===== src/rtl/csdm_pkg.sv =====
`timescale 1ns / 1ps
`default_nettype none

package csdm_pkg;

  // sector codes, one per quarter of the square
  typedef enum logic [1:0] {
    SECT_RIGHT = 2'd0,
    SECT_TOP   = 2'd1,
    SECT_LEFT  = 2'd2,
    SECT_BOT   = 2'd3
  } csdm_sect_e;

  // input coordinate width and square-center code
  localparam int unsigned CoordW = 16;
  localparam int unsigned OutW   = 18;
  localparam logic [CoordW-1:0] CoordHalf = 16'h8000;

  // reciprocal of pi/4
  localparam real InvPi4 = 4.0 / 3.14159265358979323846;

  // sideband that rides along the divider cells
  typedef struct packed {
    logic [16:0] radius;
    csdm_sect_e  sect;
    logic        minus;
    logic        origin;
  } csdm_side_t;

  // octant angle atan(2^-i) / (pi/4), truncated to frac fraction bits
  function automatic longint ang_fix(int i, int frac);
    real a;
    // first stage is exactly one octant
    if (i == 0) begin
      return 64'sd1 <<< frac;
    end
    a = $atan(2.0 ** (-i)) * InvPi4 * (2.0 ** frac);
    return longint'($floor(a));
  endfunction

  // rotation gain over n stages in Q.30
  function automatic longint gain_q30(int n);
    real g;
    g = 1.0;
    for (int i = 0; i < n; i++) begin
      g = g * $cos($atan(2.0 ** (-i)));
    end
    return longint'($floor(g * (2.0 ** 30)));
  endfunction

endpackage

`default_nettype wire


===== src/rtl/csdm_div_cell.sv =====
`timescale 1ns / 1ps
`default_nettype none

module csdm_div_cell
  import csdm_pkg::*;
#(
  parameter int unsigned QW    = 17,
  parameter bit          FIRST = 1'b0
) (
  input  wire logic          clk_i,
  input  wire logic          rst_ni,
  input  wire logic          valid_i,
  input  wire logic [17:0]   rem_i,
  input  wire logic [16:0]   den_i,
  input  wire logic [QW-1:0] quo_i,
  input  wire csdm_side_t    side_i,
  output logic               valid_o,
  output logic [17:0]        rem_o,
  output logic [16:0]        den_o,
  output logic [QW-1:0]      quo_o,
  output csdm_side_t         side_o
);

  logic [17:0]   rem_sh;
  logic          ge;
  logic [17:0]   rem_d;
  logic [QW-1:0] quo_d;

  // one restoring step: shift, compare, subtract
  always_comb begin
    rem_sh = FIRST ? rem_i : {rem_i[16:0], 1'b0};
    ge     = rem_sh >= {1'b0, den_i};
    rem_d  = ge ? (rem_sh - {1'b0, den_i}) : rem_sh;
    quo_d  = FIRST ? QW'(ge) : {quo_i[QW-2:0], ge};
  end

  // control
  always_ff @(posedge clk_i or negedge rst_ni) begin
    if (!rst_ni) begin
      valid_o <= 1'b0;
    end else begin
      valid_o <= valid_i;
    end
  end

  // payload
  always_ff @(posedge clk_i) begin
    rem_o  <= rem_d;
    den_o  <= den_i;
    quo_o  <= quo_d;
    side_o <= side_i;
  end

endmodule

`default_nettype wire


===== src/rtl/csdm_rot_cell.sv =====
`timescale 1ns / 1ps
`default_nettype none

module csdm_rot_cell
  import csdm_pkg::*;
#(
  parameter int unsigned W         = 19,
  parameter int unsigned STAGE     = 0,
  parameter int unsigned FRAC_BITS = 16
) (
  input  wire logic          clk_i,
  input  wire logic          rst_ni,
  input  wire logic          valid_i,
  input  wire logic signed [W-1:0] x_i,
  input  wire logic signed [W-1:0] y_i,
  input  wire logic signed [W-1:0] a_i,
  input  wire logic [1:0]    quad_i,
  output logic               valid_o,
  output logic signed [W-1:0] x_o,
  output logic signed [W-1:0] y_o,
  output logic signed [W-1:0] a_o,
  output logic [1:0]         quad_o
);

  localparam logic signed [W-1:0] Ang = W'(ang_fix(STAGE, FRAC_BITS));

  logic signed [W-1:0] dx;
  logic signed [W-1:0] dy;
  logic signed [W-1:0] x_d;
  logic signed [W-1:0] y_d;
  logic signed [W-1:0] a_d;

  // one micro-rotation toward zero residual angle
  always_comb begin
    dx = y_i >>> STAGE;
    dy = x_i >>> STAGE;
    if (a_i >= 0) begin
      x_d = x_i - dx;
      y_d = y_i + dy;
      a_d = a_i - Ang;
    end else begin
      x_d = x_i + dx;
      y_d = y_i - dy;
      a_d = a_i + Ang;
    end
  end

  // control
  always_ff @(posedge clk_i or negedge rst_ni) begin
    if (!rst_ni) begin
      valid_o <= 1'b0;
    end else begin
      valid_o <= valid_i;
    end
  end

  // payload
  always_ff @(posedge clk_i) begin
    x_o    <= x_d;
    y_o    <= y_d;
    a_o    <= a_d;
    quad_o <= quad_i;
  end

endmodule

`default_nettype wire


===== src/rtl/concentric_square_to_disk_map_top.sv =====
`timescale 1ns / 1ps
`default_nettype none

// Concentric square-to-disk mapping.
// Input: start_i with u_coord_i / v_coord_i (unsigned Q0.16). An item is
// taken at every clock edge where start_i is high and busy_o is low; busy_o
// stays low, so one item can enter in every cycle.
// Output: done_o strobes for one cycle with disk_x_o / disk_y_o (signed
// Q1.16). Results leave in the order the items came in.
// Pipeline: one sector stage, FRAC_BITS + 1 divider cells (one quotient
// bit each), one angle/gain stage, ROTATION_STAGES rotation cells and one
// output stage.
// Throughput: one item per cycle; every cell is a plain pipeline register
// stage, so nothing is shared between items.
// The receiver cannot hold results off; each strobe appears exactly once.
// Reset clears all valid bits; items in flight are dropped, the
// data registers are left as they are.

module concentric_square_to_disk_map_top
  import csdm_pkg::*;
#(
  parameter int unsigned FRAC_BITS       = 16,
  parameter int unsigned ROTATION_STAGES = 16
) (
  input  wire logic              clk_i,
  input  wire logic              rst_ni,
  input  wire logic              start_i,
  input  wire logic [15:0]       u_coord_i,
  input  wire logic [15:0]       v_coord_i,
  output logic                   busy_o,
  output logic                   done_o,
  output logic signed [17:0]     disk_x_o,
  output logic signed [17:0]     disk_y_o
);

  localparam int unsigned QW    = FRAC_BITS + 1;
  localparam int unsigned W     = FRAC_BITS + 3;
  localparam int unsigned TW    = FRAC_BITS + 5;
  localparam int unsigned OW    = W + 9;
  localparam int unsigned Lat   = FRAC_BITS + ROTATION_STAGES + 4;
  localparam int unsigned ShDn  = (FRAC_BITS > 16) ? FRAC_BITS - 16 : 0;
  localparam int unsigned ShUp  = (FRAC_BITS < 16) ? 16 - FRAC_BITS : 0;
  localparam longint      Rnd   = (FRAC_BITS > 16) ? (64'sd1 <<< (FRAC_BITS - 17)) : 0;
  localparam logic [30:0] Gain  = 31'(gain_q30(ROTATION_STAGES));
  localparam logic signed [TW-1:0] One = TW'(64'sd1 <<< FRAC_BITS);
  localparam logic signed [OW-1:0] SatHi = OW'(65536);
  localparam logic signed [OW-1:0] SatLo = -OW'(65536);

  assign busy_o = 1'b0;

  // sector selection
  logic signed [17:0] xs;
  logic signed [17:0] ys;
  logic signed [17:0] num;
  logic signed [17:0] den;
  csdm_side_t         side_d;

  always_comb begin
    xs = $signed({1'b0, u_coord_i, 1'b0}) - 18'sd65536;
    ys = $signed({1'b0, v_coord_i, 1'b0}) - 18'sd65536;
    side_d.origin = 1'b0;
    if (xs > -ys) begin
      if (xs > ys) begin
        side_d.sect   = SECT_RIGHT;
        side_d.radius = 17'(xs);
        side_d.minus  = ys < 0;
        num = ys;
        den = xs;
      end else begin
        side_d.sect   = SECT_TOP;
        side_d.radius = 17'(ys);
        side_d.minus  = !(xs < 0);
        num = xs;
        den = ys;
      end
    end else begin
      if (xs < ys) begin
        side_d.sect   = SECT_LEFT;
        side_d.radius = 17'(-xs);
        side_d.minus  = !(ys < 0);
        num = ys;
        den = xs;
      end else begin
        side_d.sect   = SECT_BOT;
        side_d.radius = 17'(-ys);
        side_d.minus  = xs < 0;
        side_d.origin = ys == 0;
        num = xs;
        den = ys;
      end
    end
  end

  logic               s0_valid_q;
  logic [17:0]        s0_rem_q;
  logic [16:0]        s0_den_q;
  csdm_side_t         s0_side_q;

  always_ff @(posedge clk_i or negedge rst_ni) begin
    if (!rst_ni) begin
      s0_valid_q <= 1'b0;
    end else begin
      s0_valid_q <= start_i && !busy_o;
    end
  end

  always_ff @(posedge clk_i) begin
    s0_rem_q  <= {1'b0, 17'((num < 0) ? -num : num)};
    s0_den_q  <= 17'((den < 0) ? -den : den);
    s0_side_q <= side_d;
  end

  // divider chain, one quotient bit per cell
  logic              dv_valid [0:QW];
  logic [17:0]       dv_rem   [0:QW];
  logic [16:0]       dv_den   [0:QW];
  logic [QW-1:0]     dv_quo   [0:QW];
  csdm_side_t        dv_side  [0:QW];

  assign dv_valid[0] = s0_valid_q;
  assign dv_rem[0]   = s0_rem_q;
  assign dv_den[0]   = s0_den_q;
  assign dv_quo[0]   = '0;
  assign dv_side[0]  = s0_side_q;

  for (genvar g = 0; g < QW; g++) begin : g_div
    csdm_div_cell #(
      .QW    (QW),
      .FIRST (g == 0)
    ) u_cell (
      .clk_i   (clk_i),
      .rst_ni  (rst_ni),
      .valid_i (dv_valid[g]),
      .rem_i   (dv_rem[g]),
      .den_i   (dv_den[g]),
      .quo_i   (dv_quo[g]),
      .side_i  (dv_side[g]),
      .valid_o (dv_valid[g+1]),
      .rem_o   (dv_rem[g+1]),
      .den_o   (dv_den[g+1]),
      .quo_o   (dv_quo[g+1]),
      .side_o  (dv_side[g+1])
    );
  end

  // angle in octants, quarter turns, residual, scaled start vector
  csdm_side_t          sd;
  logic signed [TW-1:0] t;
  logic signed [TW-1:0] tp;
  logic signed [TW-1:0] mag;
  logic [47:0]          prod;
  logic [47:0]          prod_sh;
  logic signed [W-1:0]  a0;
  logic signed [W-1:0]  cx0;
  logic [1:0]           q0;

  always_comb begin
    sd   = dv_side[QW];
    mag  = $signed({{(TW-QW){1'b0}}, dv_quo[QW]});
    t    = $signed(TW'({sd.sect, 1'b0})) <<< FRAC_BITS;
    t    = sd.minus ? (t - mag) : (t + mag);
    if (sd.origin) begin
      t = '0;
    end
    tp   = t + One;
    q0   = tp[FRAC_BITS+2:FRAC_BITS+1];
    a0   = $signed({2'b00, tp[FRAC_BITS:0]}) - W'(One);
    prod = 48'(sd.radius) * 48'(Gain);
    prod_sh = prod >> (46 - FRAC_BITS);
    cx0  = $signed(prod_sh[W-1:0]);
  end

  logic              rv_valid [0:ROTATION_STAGES];
  logic signed [W-1:0] rv_x   [0:ROTATION_STAGES];
  logic signed [W-1:0] rv_y   [0:ROTATION_STAGES];
  logic signed [W-1:0] rv_a   [0:ROTATION_STAGES];
  logic [1:0]        rv_quad  [0:ROTATION_STAGES];

  logic                s1_valid_q;
  logic signed [W-1:0] s1_x_q;
  logic signed [W-1:0] s1_a_q;
  logic [1:0]          s1_quad_q;

  always_ff @(posedge clk_i or negedge rst_ni) begin
    if (!rst_ni) begin
      s1_valid_q <= 1'b0;
    end else begin
      s1_valid_q <= dv_valid[QW];
    end
  end

  always_ff @(posedge clk_i) begin
    s1_x_q    <= cx0;
    s1_a_q    <= a0;
    s1_quad_q <= q0;
  end

  assign rv_valid[0] = s1_valid_q;
  assign rv_x[0]     = s1_x_q;
  assign rv_y[0]     = '0;
  assign rv_a[0]     = s1_a_q;
  assign rv_quad[0]  = s1_quad_q;

  // rotation chain
  for (genvar g = 0; g < ROTATION_STAGES; g++) begin : g_rot
    csdm_rot_cell #(
      .W         (W),
      .STAGE     (g),
      .FRAC_BITS (FRAC_BITS)
    ) u_cell (
      .clk_i   (clk_i),
      .rst_ni  (rst_ni),
      .valid_i (rv_valid[g]),
      .x_i     (rv_x[g]),
      .y_i     (rv_y[g]),
      .a_i     (rv_a[g]),
      .quad_i  (rv_quad[g]),
      .valid_o (rv_valid[g+1]),
      .x_o     (rv_x[g+1]),
      .y_o     (rv_y[g+1]),
      .a_o     (rv_a[g+1]),
      .quad_o  (rv_quad[g+1])
    );
  end

  // scale to Q.16 with round half up, then clamp to the unit range
  function automatic logic signed [17:0] to_out(input logic signed [W-1:0] v);
    logic signed [OW-1:0] o;
    o = OW'(v);
    o = (o + OW'(Rnd)) >>> ShDn;
    o = o <<< ShUp;
    if (o > SatHi) begin
      o = SatHi;
    end
    if (o < SatLo) begin
      o = SatLo;
    end
    return o[17:0];
  endfunction

  // quarter turns applied exactly
  logic signed [W-1:0] fx;
  logic signed [W-1:0] fy;
  logic signed [W-1:0] ox;
  logic signed [W-1:0] oy;
  logic                unused_a;

  always_comb begin
    fx = rv_x[ROTATION_STAGES];
    fy = rv_y[ROTATION_STAGES];
    unused_a = ^rv_a[ROTATION_STAGES];
    case (rv_quad[ROTATION_STAGES])
      2'd1: begin
        ox = -fy;
        oy = fx;
      end
      2'd2: begin
        ox = -fx;
        oy = -fy;
      end
      2'd3: begin
        ox = fy;
        oy = -fx;
      end
      default: begin
        ox = fx;
        oy = fy;
      end
    endcase
  end

  always_ff @(posedge clk_i or negedge rst_ni) begin
    if (!rst_ni) begin
      done_o <= 1'b0;
    end else begin
      done_o <= rv_valid[ROTATION_STAGES];
    end
  end

  always_ff @(posedge clk_i) begin
    disk_x_o <= to_out(ox) ^ {17'd0, unused_a & 1'b0};
    disk_y_o <= to_out(oy);
  end

  // every accepted item leaves after the fixed latency
  a_latency : assert property (@(posedge clk_i) disable iff (!rst_ni)
    start_i && !busy_o |-> ##Lat done_o)
    else $error("item did not leave after fixed latency");

  // the square center maps to the disk center
  a_origin : assert property (@(posedge clk_i) disable iff (!rst_ni)
    start_i && !busy_o && u_coord_i == CoordHalf && v_coord_i == CoordHalf
    |-> ##Lat (disk_x_o == 0 && disk_y_o == 0))
    else $error("center did not map to origin");

  // results stay inside the clamp range
  a_range : assert property (@(posedge clk_i) disable iff (!rst_ni)
    done_o |-> (disk_x_o <= 18'sd65536 && disk_x_o >= -18'sd65536 &&
                disk_y_o <= 18'sd65536 && disk_y_o >= -18'sd65536))
    else $error("result outside unit range");

endmodule

`default_nettype wire


===== config.mk =====
export PLATFORM = sky130hd
export DESIGN_NAME = concentric_square_to_disk_map_top
export DESIGN_NICKNAME = d
export VERILOG_FILES = /design/src/rtl/csdm_pkg.sv /design/src/rtl/csdm_div_cell.sv /design/src/rtl/csdm_rot_cell.sv /design/src/rtl/concentric_square_to_disk_map_top.sv
export SDC_FILE = /design/constraint.sdc
export NUM_CORES = 2
export LEC_CHECK = 0
export ABC_AREA = 1
export BUFFER_PORTS_ARGS = -buffer_cell sky130_fd_sc_hd__buf_4
export CORE_UTILIZATION = 60
export DETAILED_ROUTE_END_ITERATION = 8
export GPL_TIMING_DRIVEN = 0
export PLACE_DENSITY = 0.79
export SLEW_MARGIN = 20
export SYNTH_ARGS = -nofsm -noshare
export SYNTH_HDL_FRONTEND = slang
export SYNTH_SLANG_ARGS = --single-unit

===== constraint.sdc =====
create_clock -name clk_i -period 7.8 [get_ports clk_i]
set_clock_uncertainty 0.1 [all_clocks]
set_input_delay 0.78 -clock clk_i [delete_from_list [all_inputs] [get_ports clk_i]]
set_output_delay 0.78 -clock clk_i [all_outputs]
set_load 0.02 [all_outputs]

Word-level counts from Yosys, hierarchy flattened
Index checks and enable logic that the tools add are counted.
{ "classes": {"n_mux": 79, "magnitude_cmp": 44, "eq_ne": 3, "add_sub_neg": 119, "reduce_logical": 4, "mul": 1} }
{ "ops": {"columns": ["cell", "count"], "rows": [
  ["$mux W19", 47],
  ["$mux W17", 19],
  ["$ge A18 B17 Y1", 16],
  ["$ge A19 B1 Y1 const B", 15],
  ["$sub A17 B17 Y17", 16],
  ["$pmux W19 S3", 2],
  ["$mux W18", 6],
  ["$lt A18 B1 Y1 const B", 4],
  ["$mux W20", 3],
  ["$add A19 B17 Y19", 3],
  ["$sub A19 B17 Y19", 3],
  ["$lt A28 B17 Y1 const B", 2],
  ["$mux W28", 2],
  ["$sub A17 B17 Y18 const B", 3],
  ["$neg A17 Y17", 3],
  ["$mul A17 B29 Y46 const B", 1],
  ["$add A18 B17 Y19", 2],
  ["$add A19 B10 Y19", 2],
  ["$add A19 B11 Y19", 2],
  ["$add A19 B12 Y19", 2],
  ["$add A19 B13 Y19", 2],
  ["$add A19 B14 Y19", 2],
  ["$add A19 B15 Y19", 2],
  ["$add A19 B16 Y19", 2],
  ["other kinds (64)", 89]
]} }
{ "word_totals": {"regBits": 2140, "out_inout_bits": 38, "in_bits": 35} }

Longest topological paths before layout
{ "logic_depth": {"depth_word": 6, "depth_mapped": 34, "depth_no_buf": 33} }

Cells and area by module
Synthesis repeated with hierarchy kept, for this count alone.
{ "hier_totals": {"cells_unflattened": 20802, "area_unflattened_um2": 146320.3} }
{ "by_module_without_submodules": {"columns": ["mod", "instances", "seq_area_each_um2", "area_each_um2", "cells_each"], "rows": [
  ["csdm_div_cell at g_div[10].u_cell ...", 16, 1486.4, 3049.2, 400],
  ["concentric_square_to_disk_map_top", 1, 2537.4, 17669.4, 2328],
  ["csdm_rot_cell at g_rot[6].u_cell", 1, 1206.2, 5131.2, 782],
  ["csdm_rot_cell at g_rot[2].u_cell", 1, 1206.2, 5124.9, 770],
  ["csdm_rot_cell at g_rot[5].u_cell", 1, 1206.2, 5048.6, 770],
  ["csdm_rot_cell at g_rot[1].u_cell", 1, 1206.2, 4949.7, 748],
  ["csdm_rot_cell at g_rot[7].u_cell", 1, 1206.2, 4887.2, 763],
  ["csdm_rot_cell at g_rot[4].u_cell", 1, 1206.2, 4875.9, 726],
  ["csdm_rot_cell at g_rot[3].u_cell", 1, 1206.2, 4872.2, 722],
  ["csdm_rot_cell at g_rot[10].u_cell", 1, 1206.2, 4860.9, 736],
  ["csdm_rot_cell at g_rot[8].u_cell", 1, 1206.2, 4762.1, 737],
  ["csdm_rot_cell at g_rot[13].u_cell", 1, 1206.2, 4717.0, 716],
  ["csdm_rot_cell at g_rot[14].u_cell", 1, 1206.2, 4682.0, 715],
  ["csdm_rot_cell at g_rot[9].u_cell", 1, 1206.2, 4679.5, 721],
  ["5 more rows", null, null, null, null]
]} }

Least setup slack after synthesis
Ideal clock, no wire load.
{ "synth_path": {"path_kind": "register to register", "startpoint": "register g_div[16].u_cell.side_o[19] (netlist name)", "endpoint": "register s1_x_q[8]", "slack_ns": 2.396, "t_arrival_ns": 5.177, "path_stages_with_launch": 21, "synth_period_minus_slack_ns": 5.404, "setup_time_ns": 0.127, "n_path_buf": 0, "cell_sequence": "dfxtp_1 inv_1 ha_1 inv_1 fa_1 fa_1 fa_1 fa_1 inv_1 fa_1 inv_1 ha_1 nand2_1 o21ai_0 a211oi_1 o21ai_0 a41oi_1 nor2_1 nor2_1 o21ai_0 xor2_1"} }
{ "synth_between": {"elab_chain_cells": 1} }
{ "synth_rtl": {"columns": ["item", "line", "text"], "rows": [
  ["from (decl)", "csdm_div_cell.sv:21", "output csdm_side_t side_o"],
  ["from (signal assigned)", "csdm_div_cell.sv:51", "side_o <= side_i;"],
  ["$mul A17 B29 Y46", "concentric_square_to_disk_map_top.sv:168", "prod = 48'(sd.radius) * 48'(Gain);"],
  ["net cx0[8]", "concentric_square_to_disk_map_top.sv:154", "logic signed [W-1:0] cx0;"],
  ["to (signal assigned)", "concentric_square_to_disk_map_top.sv:193", "s1_x_q <= cx0;"],
  ["to (decl)", "concentric_square_to_disk_map_top.sv:180", "logic signed [W-1:0] s1_x_q;"]
]} }
The timed path passes the listed nets, and every way through them passes these cells.
A chain may end at the register's enable or synchronous reset.

Worst setup path after layout
{ "layout_path": {"startpoint": "register g_div[16].u_cell.side_o[13] (netlist name)", "endpoint": "register s1_x_q[14]"} }
Same word-level chain as after synthesis.

==> results.json <==
{
  "status": "completed",
  "yosysWarnings": 0,
  "num_vias": 89400,
  "worst-setup-path-type": "reg2reg",
  "grt_first_pass_wirelength_um": 434000,
  "routed_wl_um": 265000,
  "n_antenna_cell": 0,
  "cts_root_buffer": "clkbuf_16",
  "synth-edff-count": 0,
  "first_global_vias": 88800,
  "grt_usage": 0.280,
  "rsz0062_at_grt": "no",
  "port_buffers": 71,
  "path_clk_slew_ns": 0.07,
  "die_h_um": 433,
  "cpPeakStageDelay_ns": 0.73,
  "finalCritPeriodShare": 0.828,
  "gp_congestion": 0.970,
  "hold_class": "reg2reg",
  "drtIter0Drc": 6523,
  "worst_path_most_repeated_cell": "inv_1",
  "synthArstFlopShare": 0.0176,
  "worstPathRequired_ns": 8.48,
  "setup_violations": 0,
  "worst_setup_path_start_kind": "register",
  "tightest_slew_ns": 1.12,
  "crit_chain": "ha_1, fa_1, inv_1, fa_1, inv_1, fa_1, inv_1, fa_1, fa_1, inv_1, ha_1, nand2_1, nor2_1, inv_1, nor3_1, inv_1, nor2_1, nand4_1, nand3_1, nand2_1, nand2_1, nand3_1, nand2_1, xor2_1",
  "yosys.cell_count.top_type": "dfxtp_1",
  "coreArea_mm2": 0.184,
  "syn_nets": 14800,
  "num-fill-cells": 15000,
  "cts.path.max_buffers": 3,
  "critical_path_arrival_ns": 7.14,
  "yosys_most_used_dff": "dfxtp_1",
  "ys_seq_elements": 2050,
  "post_cts.repair.setup_buffers": 0,
  "ys_types": 62,
  "grt_max_degree": 37,
  "htreeDepth": 4,
  "critPathCaptureType": "register",
  "cap_violations": 0,
  "netlist_top_cells_area": "dfxtp_1 36%, ha_1 14%, nand2_1 6.7%",
  "synth_compound_area_frac": 0.133,
  "syn_inst": 13200,
  "syn_to_final_growth_pct": 9.79,
  "fp.dieW_um": 433,
  "ant_nets": 0,
  "path_max_fanout": 8,
  "initial_core_util": 0.606,
  "grt_overflow": 0,
  "ys_seq_area_frac": 0.370,
  "nets": 15000,
  "muxShareOfSynthArea": 0,
  "synthAdderAreaFrac": 0.188,
  "critPathTopFamily": "adder cells",
  "synth_top_cell_area_share": 0.362,
  "whs_ns": 0.187,
  "fin_setup_tns_ns": 0,
  "syn_area_mm2": 0.111,
  "drive_above_1_share": 0.0449,
  "crit_path_top_delay_cell": "dfxtp_1",
  "yosys.area_share.simple": 0.145,
  "cts_sinks": 2050,
  "wire_per_inst_um": 16.4,
  "maxSlewHeadroom": 0.253,
  "clkLatencyLatePin_ns": 0.87,
  "drcViolationCount": 0,
  "antenna_found_initial": 1,
  "tritoncts": "built",
  "fmax_mhz": 155,
  "hpwl_um": 209000,
  "yosys-top-cells-count": "2014 x dfxtp_1, 2001 x nand2_1, 1693 x inv_1",
  "die-area_mm2": 0.187,
  "synth_top_family_by_area": "adder cells",
  "slew_violations": 0,
  "cts_buffers": 204,
  "synth-xor-area-share": 0.0996,
  "ios": 73,
  "num_rows": 157,
  "viasPerCell": 5.55,
  "yosysTopAreaCell": "dfxtp_1",
  "min_period_ns": 6.46,
  "first_pass_iters": 8,
  "synth_area_per_cell_um2": 8.43,
  "hold_viol": 0,
  "finish.utilization": 0.665,
  "crit_buf_inv": 6
}
registers in the layout (all words and copies together), names as in the netlist, 18 cells and up:
name and flops:
disk_x_o 18, g_rot.u_cell.quad_o 32, g_rot.u_cell.x_o 302, g_div.u_cell.quo_o 153
dv_side 20, g_div.u_cell.den_o 256, disk_y_o 18, g_div.u_cell.rem_o 256
g_rot.u_cell.y_o 302, g_rot.u_cell.a_o 266, g_div.u_cell.side_o 324
layout make-up:
cell class,count,area (um2),area share
Sequential cell,2050,41200,0.337
Clock buffer,271,5710,0.0467
Tap cell,2464,3080,0.0252
Clock inverter,105,1540,0.0126
Multi-Input combinational cell,9299,63000,0.515
Timing Repair Buffer,73,553,0.00453
Inverter,1712,6430,0.0526
Buffer,140,722,0.00591
stage by stage:
step | setup WS [ns] | area [um2] | std cells
floorplan | 2.40 | 111000 | 13200
global placement | 1.52 | 115000 | 15700
detailed placement | 1.54 | 115000 | 15700
CTS | 1.52 | 122000 | 16100
global route | 1.00 | 122000 | 16100
finish | 1.34 | 122000 | 16100
layout by cell type (no fill, tap or decap), drive strengths merged, types with 67 or more instances in the layout:
cell type / instances
nor2: 928
a31oi: 121
a21oi: 1392
xor2: 826
clkbuf: 328
nand2: 2017
ha: 1288
dfxtp: 2014
nand3: 425
nor3: 250
buf: 154
inv: 1715
o21ai: 691
clkinv: 67
o211ai: 118
fa: 243
a21boi: 68
nand4: 118
xnor2: 440
o31ai: 118
final timing paths:
check / from / end / slack, ns / depth (start not counted)
max: g_div[16].u_cell.side_o[13] / s1_x_q[14] / 1.34 / 24
min: g_rot[11].u_cell.quad_o[0] / g_rot[12].u_cell.quad_o[0] / 0.19 / 0
max reg2reg: g_div[16].u_cell.side_o[13] / s1_x_q[14] / 1.34 / 24
min reg2reg: g_rot[11].u_cell.quad_o[0] / g_rot[12].u_cell.quad_o[0] / 0.19 / 0
max in group asynchronous: rst_ni / g_rot[5].u_cell.valid_o / 7.02 / 2
min in group asynchronous: rst_ni / s0_valid_q / 0.28 / 2
worst register-to-register path, delay by kind of cell (launching register included):
| family | cells | cell delay (ns) |
|---|---|---|
| simple gates | 10 | 1.54 |
| flops | 1 | 0.73 |
| buf+inv | 6 | 0.40 |
| fa+ha+maj | 7 | 3.47 |
| xor+xnor | 1 | 0.15 |
routing by layer:
| metal | part of all wire | vias to the layer above | GRT usage | routed length, um |
|---|---|---|---|---|
| li1 | - | 44400 | - | - |
| met1 | 0.44 | 41900 | 0.362 | 117000 |
| met2 | 0.47 | 2574 | 0.480 | 125000 |
| met3 | 0.055 | 531 | 0.0349 | 14500 |
| met4 | 0.031 | 2 | 0.0970 | 8170 |
| met5 | 0.000068 | - | 0 | 18 |
cell families (layout without fill, tap and decap cells):
kind of cell,Yosys count,count (layout)
fa+ha+maj,1531,1531
flops,2050,2050
xor+xnor,1266,1266
other cells,1,1
buf+inv,1852,2301
simple gates,3839,3839
compound gates,2662,2662
timing repair:
item                                    CTS  global route
endpoints found under the setup margin    0             0
hold buffers                              2             0
hold endpoints to repair                 37             0
gates resized for setup                   0             0
Power is not shown: default switching activity piles up to over one toggle a cycle in this logic, so the estimate is an artifact.
